===== src/rtl/core/hid_mouse_move_reporter_assert.svh =====
// ----------------------------------------------------------------------------
// hid_mouse_move_reporter assertion macros
// Shared concurrent assertion forms, clocked on clk_i, disabled in reset.
// ----------------------------------------------------------------------------
`ifndef HID_MOUSE_MOVE_REPORTER_ASSERT_SVH
`define HID_MOUSE_MOVE_REPORTER_ASSERT_SVH

// check cons in the same cycle as ante
`define HMMR_ASSERT_NOW(lbl, ante, cons, msg) \
  lbl: assert property (@(posedge clk_i) disable iff (!rst_ni) (ante) |-> (cons)) \
    else $error(msg);

// check cons in the cycle after ante
`define HMMR_ASSERT_NEXT(lbl, ante, cons, msg) \
  lbl: assert property (@(posedge clk_i) disable iff (!rst_ni) (ante) |=> (cons)) \
    else $error(msg);

`endif


===== src/rtl/core/hmmr_pkg.sv =====
// ----------------------------------------------------------------------------
// hmmr_pkg
// Shared widths, types and gain table of the mouse move reporter.
// ----------------------------------------------------------------------------
`default_nettype none

package hmmr_pkg;

  localparam int GAIN_W  = 8;
  localparam int MAXD_W  = 10;
  localparam int NUM_W   = 15;
  localparam int SENS_W  = 8;
  localparam int MODE_W  = 2;
  localparam int CFG_AW  = 3;
  localparam int CFG_DW  = 32;

  localparam logic [GAIN_W-1:0] UNITY_GAIN = 8'd32;
  localparam logic [SENS_W-1:0] SENS_MIN   = 8'd1;
  localparam logic [SENS_W-1:0] SENS_MAX   = 8'd20;

  localparam logic [MODE_W-1:0] MODE_TABLE    = 2'd0;
  localparam logic [MODE_W-1:0] MODE_ENHANCED = 2'd1;

  localparam logic [CFG_AW-1:0] ADDR_SENSITIVITY = 3'd0;
  localparam logic [CFG_AW-1:0] ADDR_PRECISION   = 3'd4;

  typedef enum logic [1:0] {
    KIND_MOVE,
    KIND_PRESS,
    KIND_RELEASE,
    KIND_RELEASE_ALL
  } kind_e;

  typedef struct packed {
    logic [GAIN_W-1:0] f;
    logic [MAXD_W-1:0] maxd;
  } gain_t;

  typedef struct packed {
    logic busy;
    logic done;
  } div_stat_t;

  function automatic logic [GAIN_W-1:0] gain_lut(input logic [4:0] s);
    logic [GAIN_W-1:0] g;
    case (s)
      5'd1:    g = 8'd1;
      5'd2:    g = 8'd2;
      5'd3:    g = 8'd4;
      5'd4:    g = 8'd8;
      5'd5:    g = 8'd12;
      5'd6:    g = 8'd16;
      5'd7:    g = 8'd20;
      5'd8:    g = 8'd24;
      5'd9:    g = 8'd28;
      5'd10:   g = 8'd32;
      5'd11:   g = 8'd40;
      5'd12:   g = 8'd48;
      5'd13:   g = 8'd56;
      5'd14:   g = 8'd64;
      5'd15:   g = 8'd72;
      5'd16:   g = 8'd80;
      5'd17:   g = 8'd88;
      5'd18:   g = 8'd96;
      5'd19:   g = 8'd104;
      5'd20:   g = 8'd112;
      default: g = 8'd0;
    endcase
    return g;
  endfunction

endpackage

`default_nettype wire


===== src/rtl/core/hmmr_cfg.sv =====
// ----------------------------------------------------------------------------
// hmmr_cfg
// APB register file for sensitivity and precision mode; derives the gain.
// ----------------------------------------------------------------------------
`default_nettype none

module hmmr_cfg #(
  parameter int MAX_SPEED = 127
) (
  input  logic                          clk_i,
  input  logic                          rst_ni,
  input  logic                          psel,
  input  logic                          penable,
  input  logic                          pwrite,
  input  logic [hmmr_pkg::CFG_AW-1:0]   paddr,
  input  logic [hmmr_pkg::CFG_DW-1:0]   pwdata,
  output logic [hmmr_pkg::CFG_DW-1:0]   prdata,
  output logic                          pready,
  output hmmr_pkg::gain_t               gain_o
);

  localparam logic REG_SENS = hmmr_pkg::ADDR_SENSITIVITY[2];
  localparam logic REG_MODE = hmmr_pkg::ADDR_PRECISION[2];
  localparam logic [6:0] MaxSpeedC = 7'(MAX_SPEED);

  logic [hmmr_pkg::SENS_W-1:0] sens_q;
  logic [hmmr_pkg::MODE_W-1:0] mode_q;
  logic                        wr_en;
  logic                        valid_set;
  logic [hmmr_pkg::GAIN_W-1:0] f;
  logic [14:0]                 prod;

  assign pready = 1'b1;
  assign wr_en  = psel & penable & pwrite & pready;

  always_ff @(posedge clk_i or negedge rst_ni) begin
    if (!rst_ni) begin
      sens_q <= 8'd10;
      mode_q <= hmmr_pkg::MODE_ENHANCED;
    end else if (wr_en) begin
      case (paddr[2])
        REG_SENS: sens_q <= pwdata[hmmr_pkg::SENS_W-1:0];
        REG_MODE: mode_q <= pwdata[hmmr_pkg::MODE_W-1:0];
        default:  sens_q <= sens_q;
      endcase
    end
  end

  always_comb begin
    case (paddr[2])
      REG_SENS: prdata = 32'(sens_q);
      REG_MODE: prdata = 32'(mode_q);
      default:  prdata = '0;
    endcase
  end

  assign valid_set = (sens_q >= hmmr_pkg::SENS_MIN) && (sens_q <= hmmr_pkg::SENS_MAX) &&
                     ((mode_q == hmmr_pkg::MODE_TABLE) || (mode_q == hmmr_pkg::MODE_ENHANCED));

  always_comb begin
    if (!valid_set) begin
      f = hmmr_pkg::UNITY_GAIN;
    end else if (mode_q == hmmr_pkg::MODE_ENHANCED) begin
      f = {sens_q[4:0], 3'b000};
    end else begin
      f = hmmr_pkg::gain_lut(sens_q[4:0]);
    end
  end

  assign prod        = 15'(f) * 15'(MaxSpeedC);
  assign gain_o.f    = f;
  assign gain_o.maxd = prod[14:5];

endmodule

`default_nettype wire


===== src/rtl/core/hmmr_sdiv.sv =====
// ----------------------------------------------------------------------------
// hmmr_sdiv
// Bit-serial restoring divider: one quotient bit per cycle.
// ----------------------------------------------------------------------------
`default_nettype none

module hmmr_sdiv #(
  parameter int QW = 7
) (
  input  logic                         clk_i,
  input  logic                         rst_ni,
  input  logic                         start_i,
  input  logic [hmmr_pkg::NUM_W-1:0]   num_i,
  input  logic [hmmr_pkg::GAIN_W-1:0]  den_i,
  output hmmr_pkg::div_stat_t          stat_o,
  output logic [QW-1:0]                quo_o
);

  localparam int CW = $clog2(QW + 1);

  logic                        busy_q;
  logic                        done_q;
  logic [CW-1:0]               cnt_q;
  logic [hmmr_pkg::GAIN_W-1:0] rem_q;
  logic [hmmr_pkg::GAIN_W-1:0] den_q;
  logic [QW-1:0]               num_q;
  logic [QW-1:0]               quo_q;
  logic [hmmr_pkg::GAIN_W:0]   trial;
  logic                        qbit;
  logic [QW:0]                 quo_ext;
  logic [QW:0]                 num_ext;

  assign trial   = {rem_q, num_q[QW-1]};
  assign qbit    = trial >= {1'b0, den_q};
  assign quo_ext = {quo_q, qbit};
  assign num_ext = {num_q, 1'b0};

  always_ff @(posedge clk_i or negedge rst_ni) begin
    if (!rst_ni) begin
      busy_q <= 1'b0;
      done_q <= 1'b0;
      cnt_q  <= '0;
      rem_q  <= '0;
      den_q  <= '0;
      num_q  <= '0;
      quo_q  <= '0;
    end else begin
      done_q <= busy_q && (cnt_q == CW'(1));
      if (start_i && !busy_q) begin
        busy_q <= 1'b1;
        cnt_q  <= CW'(QW);
        rem_q  <= hmmr_pkg::GAIN_W'(num_i >> QW);
        num_q  <= num_i[QW-1:0];
        den_q  <= den_i;
        quo_q  <= '0;
      end else if (busy_q) begin
        rem_q <= qbit ? hmmr_pkg::GAIN_W'(trial - {1'b0, den_q})
                      : hmmr_pkg::GAIN_W'(trial);
        quo_q <= quo_ext[QW-1:0];
        num_q <= num_ext[QW-1:0];
        cnt_q <= cnt_q - CW'(1);
        if (cnt_q == CW'(1)) begin
          busy_q <= 1'b0;
        end
      end
    end
  end

  assign stat_o.busy = busy_q;
  assign stat_o.done = done_q;
  assign quo_o       = quo_q;

endmodule

`default_nettype wire


===== src/rtl/core/hid_mouse_move_reporter.sv =====
// ----------------------------------------------------------------------------
// hid_mouse_move_reporter
// Relative mouse report generator with button byte and gain-scaled motion.
// ----------------------------------------------------------------------------
// Button items pass ST_OUT, then the output register. Move steps within tolerance pass
// ST_PREP, ST_OUT, then the output register. Other move steps pass ST_PREP, ST_DIVX,
// ST_DIVY and ST_OUT, set by the shared bit-serial divider (quotient width QW =
// clog2(MAX_SPEED+1), 7 at default), one quotient bit per cycle per axis. A new item is
// taken only in ST_IDLE, after the last result is loaded; an output stall holds ST_OUT.
// Reset: held buttons clear, sensitivity 10, precision mode 1, output empty.
// ----------------------------------------------------------------------------
`default_nettype none

`include "hid_mouse_move_reporter_assert.svh"

module hid_mouse_move_reporter #(
  parameter int MAX_SPEED = 127
) (
  input  logic                         clk_i,
  input  logic                         rst_ni,
  input  logic                         psel,
  input  logic                         penable,
  input  logic                         pwrite,
  input  logic [hmmr_pkg::CFG_AW-1:0]  paddr,
  input  logic [hmmr_pkg::CFG_DW-1:0]  pwdata,
  output logic [hmmr_pkg::CFG_DW-1:0]  prdata,
  output logic                         pready,
  input  logic                         in_valid_i,
  output logic                         in_ready_o,
  input  logic [1:0]                   kind_i,
  input  logic [7:0]                   button_mask_i,
  input  logic signed [15:0]           current_x_i,
  input  logic signed [15:0]           current_y_i,
  input  logic signed [15:0]           target_x_i,
  input  logic signed [15:0]           target_y_i,
  output logic                         out_valid_o,
  input  logic                         out_ready_i,
  output logic                         report_valid_o,
  output logic [7:0]                   button_bits_o,
  output logic signed [7:0]            x_speed_o,
  output logic signed [7:0]            y_speed_o,
  output logic                         arrived_o
);

  localparam int QW = $clog2(MAX_SPEED + 1);
  localparam logic [QW-1:0] MaxQuoC = QW'(MAX_SPEED);

  typedef enum logic [2:0] {
    ST_IDLE,
    ST_PREP,
    ST_DIVX,
    ST_DIVY,
    ST_OUT
  } state_e;

  hmmr_pkg::gain_t     gain;
  hmmr_pkg::div_stat_t div_stat;
  logic [QW-1:0]       div_quo;
  logic                div_start;
  logic [hmmr_pkg::NUM_W-1:0] div_num;

  state_e      state_q;
  logic [7:0]  held_q;
  logic [16:0] dx_q;
  logic [16:0] dy_q;
  logic [hmmr_pkg::NUM_W-1:0] numy_q;
  logic        negx_q;
  logic        negy_q;
  logic [7:0]  xs_q;
  logic [7:0]  ys_q;
  logic        rv_q;
  logic        arr_q;
  logic        out_valid_q;
  logic        out_rv_q;
  logic [7:0]  out_btn_q;
  logic [7:0]  out_xs_q;
  logic [7:0]  out_ys_q;
  logic        out_arr_q;

  logic        in_acc;
  logic        out_free;
  logic [16:0] ax;
  logic [16:0] ay;
  logic        arr_c;
  logic [hmmr_pkg::MAXD_W-1:0] magx;
  logic [hmmr_pkg::MAXD_W-1:0] magy;
  logic [hmmr_pkg::NUM_W-1:0]  numx_c;
  logic [hmmr_pkg::NUM_W-1:0]  numy_c;
  logic [7:0]  quo_ext;

  hmmr_cfg #(
    .MAX_SPEED(MAX_SPEED)
  ) u_cfg (
    .clk_i  (clk_i),
    .rst_ni (rst_ni),
    .psel   (psel),
    .penable(penable),
    .pwrite (pwrite),
    .paddr  (paddr),
    .pwdata (pwdata),
    .prdata (prdata),
    .pready (pready),
    .gain_o (gain)
  );

  hmmr_sdiv #(
    .QW(QW)
  ) u_sdiv (
    .clk_i  (clk_i),
    .rst_ni (rst_ni),
    .start_i(div_start),
    .num_i  (div_num),
    .den_i  (gain.f),
    .stat_o (div_stat),
    .quo_o  (div_quo)
  );

  assign in_ready_o = (state_q == ST_IDLE);
  assign in_acc     = in_valid_i & in_ready_o;
  assign out_free   = !out_valid_q || out_ready_i;

  assign ax = dx_q[16] ? 17'(-dx_q) : dx_q;
  assign ay = dy_q[16] ? 17'(-dy_q) : dy_q;

  assign arr_c = (ax <= 17'd3) && (ay <= 17'd3) &&
                 !((ax == 17'd3) && (ay != 17'd0)) &&
                 !((ay == 17'd3) && (ax != 17'd0));

  assign magx = (ax > 17'(gain.maxd)) ? gain.maxd : ax[hmmr_pkg::MAXD_W-1:0];
  assign magy = (ay > 17'(gain.maxd)) ? gain.maxd : ay[hmmr_pkg::MAXD_W-1:0];

  assign numx_c = {magx, 5'b00000} + hmmr_pkg::NUM_W'(gain.f) - hmmr_pkg::NUM_W'(1);
  assign numy_c = {magy, 5'b00000} + hmmr_pkg::NUM_W'(gain.f) - hmmr_pkg::NUM_W'(1);

  assign div_start = ((state_q == ST_PREP) && !arr_c) ||
                     ((state_q == ST_DIVX) && div_stat.done);
  assign div_num   = (state_q == ST_PREP) ? numx_c : numy_q;
  assign quo_ext   = 8'(div_quo);

  always_ff @(posedge clk_i or negedge rst_ni) begin
    if (!rst_ni) begin
      state_q     <= ST_IDLE;
      held_q      <= '0;
      dx_q        <= '0;
      dy_q        <= '0;
      numy_q      <= '0;
      negx_q      <= 1'b0;
      negy_q      <= 1'b0;
      xs_q        <= '0;
      ys_q        <= '0;
      rv_q        <= 1'b0;
      arr_q       <= 1'b0;
      out_valid_q <= 1'b0;
      out_rv_q    <= 1'b0;
      out_btn_q   <= '0;
      out_xs_q    <= '0;
      out_ys_q    <= '0;
      out_arr_q   <= 1'b0;
    end else begin
      if (out_valid_q && out_ready_i && !((state_q == ST_OUT) && out_free)) begin
        out_valid_q <= 1'b0;
      end
      case (state_q)
        ST_IDLE: begin
          if (in_acc) begin
            xs_q  <= '0;
            ys_q  <= '0;
            rv_q  <= 1'b1;
            arr_q <= 1'b0;
            case (hmmr_pkg::kind_e'(kind_i))
              hmmr_pkg::KIND_MOVE: begin
                dx_q    <= {target_x_i[15], target_x_i} - {current_x_i[15], current_x_i};
                dy_q    <= {target_y_i[15], target_y_i} - {current_y_i[15], current_y_i};
                state_q <= ST_PREP;
              end
              hmmr_pkg::KIND_PRESS: begin
                held_q  <= held_q | button_mask_i;
                state_q <= ST_OUT;
              end
              hmmr_pkg::KIND_RELEASE: begin
                held_q  <= held_q & ~button_mask_i;
                state_q <= ST_OUT;
              end
              hmmr_pkg::KIND_RELEASE_ALL: begin
                held_q  <= '0;
                state_q <= ST_OUT;
              end
              default: state_q <= ST_IDLE;
            endcase
          end
        end
        ST_PREP: begin
          negx_q <= dx_q[16];
          negy_q <= dy_q[16];
          numy_q <= numy_c;
          if (arr_c) begin
            rv_q    <= 1'b0;
            arr_q   <= 1'b1;
            state_q <= ST_OUT;
          end else begin
            state_q <= ST_DIVX;
          end
        end
        ST_DIVX: begin
          if (div_stat.done) begin
            xs_q    <= negx_q ? 8'(-quo_ext) : quo_ext;
            state_q <= ST_DIVY;
          end
        end
        ST_DIVY: begin
          if (div_stat.done) begin
            ys_q    <= negy_q ? 8'(-quo_ext) : quo_ext;
            state_q <= ST_OUT;
          end
        end
        ST_OUT: begin
          if (out_free) begin
            out_valid_q <= 1'b1;
            out_rv_q    <= rv_q;
            out_btn_q   <= held_q;
            out_xs_q    <= xs_q;
            out_ys_q    <= ys_q;
            out_arr_q   <= arr_q;
            state_q     <= ST_IDLE;
          end
        end
        default: state_q <= ST_IDLE;
      endcase
    end
  end

  assign out_valid_o    = out_valid_q;
  assign report_valid_o = out_rv_q;
  assign button_bits_o  = out_btn_q;
  assign x_speed_o      = out_xs_q;
  assign y_speed_o      = out_ys_q;
  assign arrived_o      = out_arr_q;

  `HMMR_ASSERT_NOW(a_arrived_still, out_valid_o && arrived_o,
    !report_valid_o && (x_speed_o == 8'sd0) && (y_speed_o == 8'sd0),
    "arrived result carries a report or motion")

  `HMMR_ASSERT_NOW(a_quo_bound, div_stat.done, div_quo <= MaxQuoC,
    "divider quotient exceeds the speed limit")

  `HMMR_ASSERT_NEXT(a_y_start, (state_q == ST_DIVX) && div_stat.done,
    div_stat.busy && (state_q == ST_DIVY), "y division did not start")

  `HMMR_ASSERT_NEXT(a_out_load, (state_q == ST_OUT) && out_free,
    out_valid_o && (state_q == ST_IDLE), "result not moved to the output register")

endmodule

`default_nettype wire


===== config.mk =====
export PLATFORM = sky130hd
export DESIGN_NAME = hid_mouse_move_reporter
export DESIGN_NICKNAME = d
export VERILOG_FILES = /design/src/rtl/core/hmmr_pkg.sv /design/src/rtl/core/hmmr_cfg.sv /design/src/rtl/core/hmmr_sdiv.sv /design/src/rtl/core/hid_mouse_move_reporter.sv
export VERILOG_INCLUDE_DIRS = /design/src /design/src/rtl/core
export SDC_FILE = /design/constraint.sdc
export NUM_CORES = 1
export LEC_CHECK = 0
export BUFFER_PORTS_ARGS = -buffer_cell sky130_fd_sc_hd__buf_2
export CAP_MARGIN = 40
export CORE_ASPECT_RATIO = 0.8
export CORE_MARGIN = 2
export CORE_UTILIZATION = 45
export CTS_CLUSTER_DIAMETER = 100
export DETAILED_ROUTE_END_ITERATION = 10
export GPL_ROUTABILITY_DRIVEN = 0
export GPL_TIMING_DRIVEN = 0
export PLACE_DENSITY_LB_ADDON = 0.12
export SYNTH_ARGS = -nofsm -noshare
export SYNTH_HDL_FRONTEND = slang
export SYNTH_SLANG_ARGS = --single-unit

===== constraint.sdc =====
create_clock -name clk_i -period 10.6 [get_ports clk_i]
set_input_delay 1.06 -clock clk_i [delete_from_list [all_inputs] [get_ports clk_i]]
set_output_delay 1.06 -clock clk_i [all_outputs]
set_load 0.005 [all_outputs]

# ---- Word-level counts from Yosys, hierarchy flattened
# Memories as Yosys holds them, arrays and structs flattened.
# Index checks and enable logic that the tools add are counted.
dict set report totals {
  register_bits 152
  mem_bits_ro 224
  inputBits 116
  word_cells 156
  mem_count 1
}
# name depth width rd rd_ports_with_merged_regs wr line_no
set memory_table {}
lappend memory_table {{(name not given)} 32 7 1 0 0 hmmr_pkg.sv:46} ;# case (s)
dict set report classes {
  addsub 11
  mul 1
  n_lt_le_gt_ge 7
  n_eq_ne 16
  mux 44
  bitwise_logic 7
  reduce_logical 43
}
# op count
set op_table {}
lappend op_table {{$mux W8} 10}
lappend op_table {{$pmux W32 S2} 1}
lappend op_table {{$eq A17 B2 Y1 const B} 2}
lappend op_table {{$gt A17 B10 Y1} 2}
lappend op_table {{$le A17 B2 Y1 const B} 2}
lappend op_table {{$mux W17} 2}
lappend op_table {{$neg A17 Y17} 2}
lappend op_table {{$reduce_bool A17 Y1} 2}
lappend op_table {{$sub A16 B16 Y17} 2}
lappend op_table {{$pmux W8 S2} 2}
lappend op_table {{$add A15 B8 Y15} 2}
lappend op_table {{$sub A15 B1 Y15 const B} 2}
lappend op_table {{$mux W7} 4}
lappend op_table {{$pmux W8 S3} 1}
lappend op_table {{$mux W3} 7}
lappend op_table {{$mux W10} 2}
lappend op_table {{$mul A8 B7 Y15 const B} 1}
lappend op_table {{$mux W15} 1}
lappend op_table {{$pmux W3 S5} 1}
lappend op_table {{$reduce_and A3 Y1} 5}
lappend op_table {{$logic_and A1 B1 Y1} 14}
lappend op_table {{$mux W1} 10}
lappend op_table {{$ge A9 B8 Y1} 1}
lappend op_table {{$and A8 B8 Y8} 1}
lappend op_table {{other kinds (27)} 50}

# ---- Depth between registers and ports, before layout
dict set report depth {
  word_depth 12
  ltp_mapped 46
  depth_no_buf 44
}

# ---- Modules after synthesis
# From an unflattened synthesis, not the netlist that was laid out.
dict set report unflattened {
  hier_cells 1471
  hier_area_um2 12912.4
}
# mod n_inst cells_each area_per_inst_um2 seq_area_each_um2
set by_module_without_submodules {}
lappend by_module_without_submodules {hid_mouse_move_reporter 1 1003 8553.2 2677.6}
lappend by_module_without_submodules {hmmr_cfg 1 264 2352.3 254.0}
lappend by_module_without_submodules {hmmr_sdiv 1 204 2006.9 875.8}

# ---- Worst setup path before layout
# Ideal clock, no wire load.
dict set report synth_path {
  kind {register to register}
  from {register u_cfg.sens_q[2] (netlist bit)}
  to {register u_sdiv.rem_q[5] (netlist bit)}
  t_arrival_ns 9.063
  required_time_ns 10.517
  slack_ns 1.455
  path_stages_with_launch 45
  n_path_buf 2
  cell_sequence {dfrtp_1 -> clkbuf_1 -> inv_1 -> ha_1 -> nor2_1 -> a211oi_1 -> a211oi_1 -> a211oi_1 -> inv_1 -> fa_1 -> fa_1 -> fa_1 -> fa_1 -> inv_1 -> ha_1 -> nor3_1 -> nor2_1 -> o221a_2 -> [9 not listed] -> nand3b_1 -> o22ai_2 -> buf_2 -> nor2_1 -> a21oi_1 -> ha_1 -> inv_1 -> ha_1 -> nand2_1 -> nand2_1 -> a31o_2 -> a211oi_1 -> o21bai_1 -> a21oi_1 -> xor2_1 -> o211ai_1 -> o21ai_0 -> o21ai_0}
}
# element line_no
set synth_lines {}
lappend synth_lines {{start, declared} hmmr_cfg.sv:26} ;# logic [hmmr_pkg::SENS_W-1:0] sens_q;
lappend synth_lines {{start signal, assigned} hmmr_cfg.sv:42} ;# REG_SENS: sens_q <= pwdata[hmmr_pkg::SENS_W-1:0];
lappend synth_lines {{start signal, assigned} hmmr_cfg.sv:44} ;# default: sens_q <= sens_q;
lappend synth_lines {{end signal, assigned} hmmr_sdiv.sv:52} ;# rem_q <= hmmr_pkg::GAIN_W'(num_i >> QW);
lappend synth_lines {{end signal, assigned} hmmr_sdiv.sv:57} ;# rem_q <= qbit ? hmmr_pkg::GAIN_W'(trial - {1'b0, den_q})
lappend synth_lines {{end, declared} hmmr_sdiv.sv:24} ;# logic [hmmr_pkg::GAIN_W-1:0] rem_q;

==> impl_metrics.json <==
{
  "r2r_slack_ns": 0.67,
  "synth_top_area_cell": "dfrtp_1",
  "die_w_um": 191,
  "syn-cell-area_sq_um": 12600,
  "drive_gt1_frac": 0.173,
  "status": "finished clean",
  "grt_setup_unrepaired": "no",
  "die_area_sq_um": 29400,
  "wl_per_cell_um": 14.8,
  "holdPathEnd": "numy_q[11]$_DFFE_PN0P_",
  "finalHoldViolCount": 0,
  "syn_to_final_growth_pct": 15.4,
  "clock-sinks": 152,
  "routed_via_density": 5.32,
  "synth_top_family_by_area": "compound AO/OA/AOI/OAI gates",
  "cts_hold_buffers": 0,
  "final_max_slew_viol_count": 0,
  "drtIter0Drc": 622,
  "period_needed_ns": 9.93,
  "reg2reg_to": "u_sdiv.rem_q[6]$_DFFE_PN0P_",
  "antennaDiodeCount": 0,
  "muxShareOfSynthArea": 0.0567,
  "worstPathMaxFanout": 10,
  "clock_path_buffers": 2,
  "fin_nets": 1902,
  "timing.fmax_ghz": 0.101,
  "synth_warnings": 0,
  "cts_buffers": 17,
  "first_global_vias": 10070,
  "drc": 0,
  "final_antenna_net_count": 0,
  "clockRootBuffer": "clkbuf_16",
  "min_from": "numy_q[11]$_DFFE_PN0P_",
  "grt_usage": 0.206,
  "clkLatencyLatePin_ns": 0.43,
  "rows": 54,
  "power_density_nw_per_um2": 323,
  "skew_ns": 0.0124,
  "grt_max_degree": 79,
  "ys_top_cells_by_area": "dfrtp_1 (30%), ha_1 (12%), o21ai_0 (5.5%)",
  "p_leak_nw": 7.02,
  "whs_path_depth": 2,
  "fin_tns_setup_ns": 0,
  "ir_worst_vdd_mv": 0.254,
  "relSlewSlack": 0.463,
  "crit_path_start_kind": "flip-flop",
  "clkTransAtPathRegs_ns": 0.07,
  "ys_types": 79,
  "die_h_um": 154,
  "critPathRequiredTime_ns": 10.95,
  "syn_inst": 1463,
  "synth_top_area_frac": 0.295,
  "reg2reg_depth": 40,
  "wl_um": 29800,
  "worst-setup-path-type": "flip-flop to flip-flop",
  "io_buffer_count": 124,
  "synth_fa_ha_area_frac": 0.167,
  "grt_pass1_wl_um": 49600,
  "cts_tree": "built",
  "overflow": 0,
  "n_fill_cell": 2618,
  "synth-simple-area-share": 0.165,
  "start_util": 0.461,
  "synth_xor_area_frac": 0.0527,
  "reg2reg_from": "u_cfg.sens_q[6]$_DFFE_PN0P_",
  "synth_compound_area_frac": 0.184,
  "slowest_delay_ns": 0.59,
  "core-area_sq_um": 27400,
  "synth_edf_count": 0,
  "ys_seq_elements": 152,
  "crit_slowest_cell": "fa_1",
  "vias": 10703,
  "hp-class": "flip-flop to flip-flop",
  "final.setup.worst_slack_ns": 0.671,
  "arrival_ns": 10.28,
  "htreeDepth": 4,
  "pre_cts_slack_ns": 0.107,
  "synthTopCellsByCount": "nand2_1 (155), dfrtp_1 (149), inv_1 (141)",
  "setup_violations": 0,
  "min_period_over_period": 0.937,
  "avgSynthCellArea_sq_um": 8.64,
  "synthArstFlopShare": 1.00,
  "antenna_found_initial": 0,
  "first_pass_iters": 5,
  "drv_cap": 0,
  "ys_seq_area_frac": 0.301,
  "ios": 177,
  "worst_pin_slew_ns": 0.800,
  "place_hpwl_um": 23700,
  "worstSetupEndpointType": "flip-flop",
  "synth_ff_type": "dfrtp_1",
  "yosysMostFrequentCell": "nand2_1"
}
## power breakdown
group	total [W]	switching (W)	internal, W	leakage (nW)
combinational	0.00309	0.00178	0.00131	4.81
sequential	0.000967	0.000189	0.000778	1.91
clock	0.000657	0.000275	0.000381	0.309
total	0.00472	0.00225	0.00247	7.02
## per-layer routing
| layer | global-route usage | up-vias | wire length, um |
|---|---|---|---|
| li1 | - | 5438 | - |
| met1 | 0.308 | 5037 | 15300 |
| met2 | 0.315 | 214 | 12800 |
| met3 | 0.0340 | 14 | 1430 |
| met4 | 0.0377 | 0 | 221 |
| met5 | 0 | - | 0 |
## registers in the layout, summed over array words and instances, names as in the netlist, 2 cells and up
register	flops
x_speed_o	8
button_bits_o	8
u_sdiv.rem_q	8
state_q	3
u_cfg.mode_q	2
u_sdiv.den_q	8
held_q	8
u_sdiv.cnt_q	3
u_cfg.sens_q	8
dy_q	17
xs_q	8
u_sdiv.quo_o	7
numy_q	15
dx_q	17
ys_q	8
y_speed_o	8
u_sdiv.num_q	7
## worst max-delay path: cells and delay by family, from the launching register on
| kind | cells | cell delay, ns |
|---|---|---|
| flops | 1 | 0.41 |
| xor+xnor | 1 | 0.15 |
| compound gates | 14 | 3.06 |
| fa+ha+maj | 8 | 3.18 |
| simple gates | 10 | 1.91 |
| buf+inv | 6 | 0.91 |
| mux | 1 | 0.23 |
## final cells by class
cell class                      count  area (sq um)  area share
Clock buffer                       17           425      0.0292
Tap cell                          364           455      0.0312
Sequential cell                   152          3810       0.261
Buffer                             71           399      0.0274
Inverter                          141           529      0.0363
Multi-Input combinational cell   1122          8070       0.553
Timing Repair Buffer              130           689      0.0473
Clock inverter                     15           213      0.0146
## cell families after synthesis
logic type | Yosys count
other | 2
XOR/XNOR | 76
AO/OA/AOI/OAI | 369
buffers and inverters | 212
adder cells (fa/ha/maj) | 153
flip-flops | 152
multiplexers | 65
AND/OR/NAND/NOR | 434
## cells in the final DEF, fill, tap and decap left out, types with 6 or more instances in the layout
cell	n
a211oi_1	10
a21boi_0	9
a21o_1	15
a21oi_1	62
a22o_1	7
a31oi_1	10
and3_1	7
buf_2	124
buf_4	30
clkbuf_1	37
clkbuf_16	17
conb_1	25
dfrtp_1	149
fa_1	26
ha_1	125
inv_1	141
mux2_2	49
mux2i_1	15
nand2_1	154
nand2b_1	20
nand3_1	19
nand4_1	9
nor2_1	90
nor2b_1	23
nor3_1	43
nor4_1	15
o211ai_1	12
o21a_1	20
o21ai_0	140
o21ai_1	8
o22ai_1	6
o31ai_1	21
or2_2	11
or3_1	8
xnor2_1	39
xor2_1	34
## stage by stage
stage / utilization / cells / power [W] / hold WS [ns] / cell area (sq um)
after global routing: 0.532 / 2012 / 0.00519 / 0.502 / 14600
after global placement: 0.503 / 1974 / 0.00395 / 0.458 / 13800
final: 0.532 / 2012 / 0.00472 / 0.478 / 14600
after CTS: 0.528 / 2008 / 0.00469 / 0.480 / 14500
after detailed placement: 0.505 / 1976 / 0.00401 / 0.464 / 13800
after floorplan: - / 1486 / 0.00328 / 0.438 / 12700
## how the worst max path moves through the flow
| stage | startpoint | end | slack (ns) | cells past startpoint |
|---|---|---|---|---|
| 6_report | u_cfg.sens_q[6]$_DFFE_PN0P_ | u_sdiv.rem_q[6]$_DFFE_PN0P_ | 0.67 | 40 |
| 5_1_grt | u_cfg.sens_q[6]$_DFFE_PN0P_ | numy_q[13]$_DFFE_PN0P_ | 0.03 | 42 |
| 4_1_cts | u_cfg.sens_q[2]$_DFFE_PN0P_ | u_sdiv.rem_q[5]$_DFFE_PN0P_ | 0.06 | 43 |
| 3_5_place_dp | u_cfg.sens_q[2]$_DFFE_PN0P_ | u_sdiv.rem_q[5]$_DFFE_PN0P_ | 0.11 | 43 |
| 3_3_place_gp | u_cfg.sens_q[2]$_DFFE_PN0P_ | u_sdiv.rem_q[5]$_DFFE_PN0P_ | -0.42 | 44 |
| 2_1_floorplan | u_cfg.sens_q[2]$_DFFE_PN0P_ | u_sdiv.rem_q[5]$_DFFE_PN0P_ | 1.45 | 44 |
## repair_timing
action	CTS	global route
setup buffers	0	4
gates resized for setup	0	17
endpoints found under the setup margin	0	13
(Power assumes the default switching activity.)
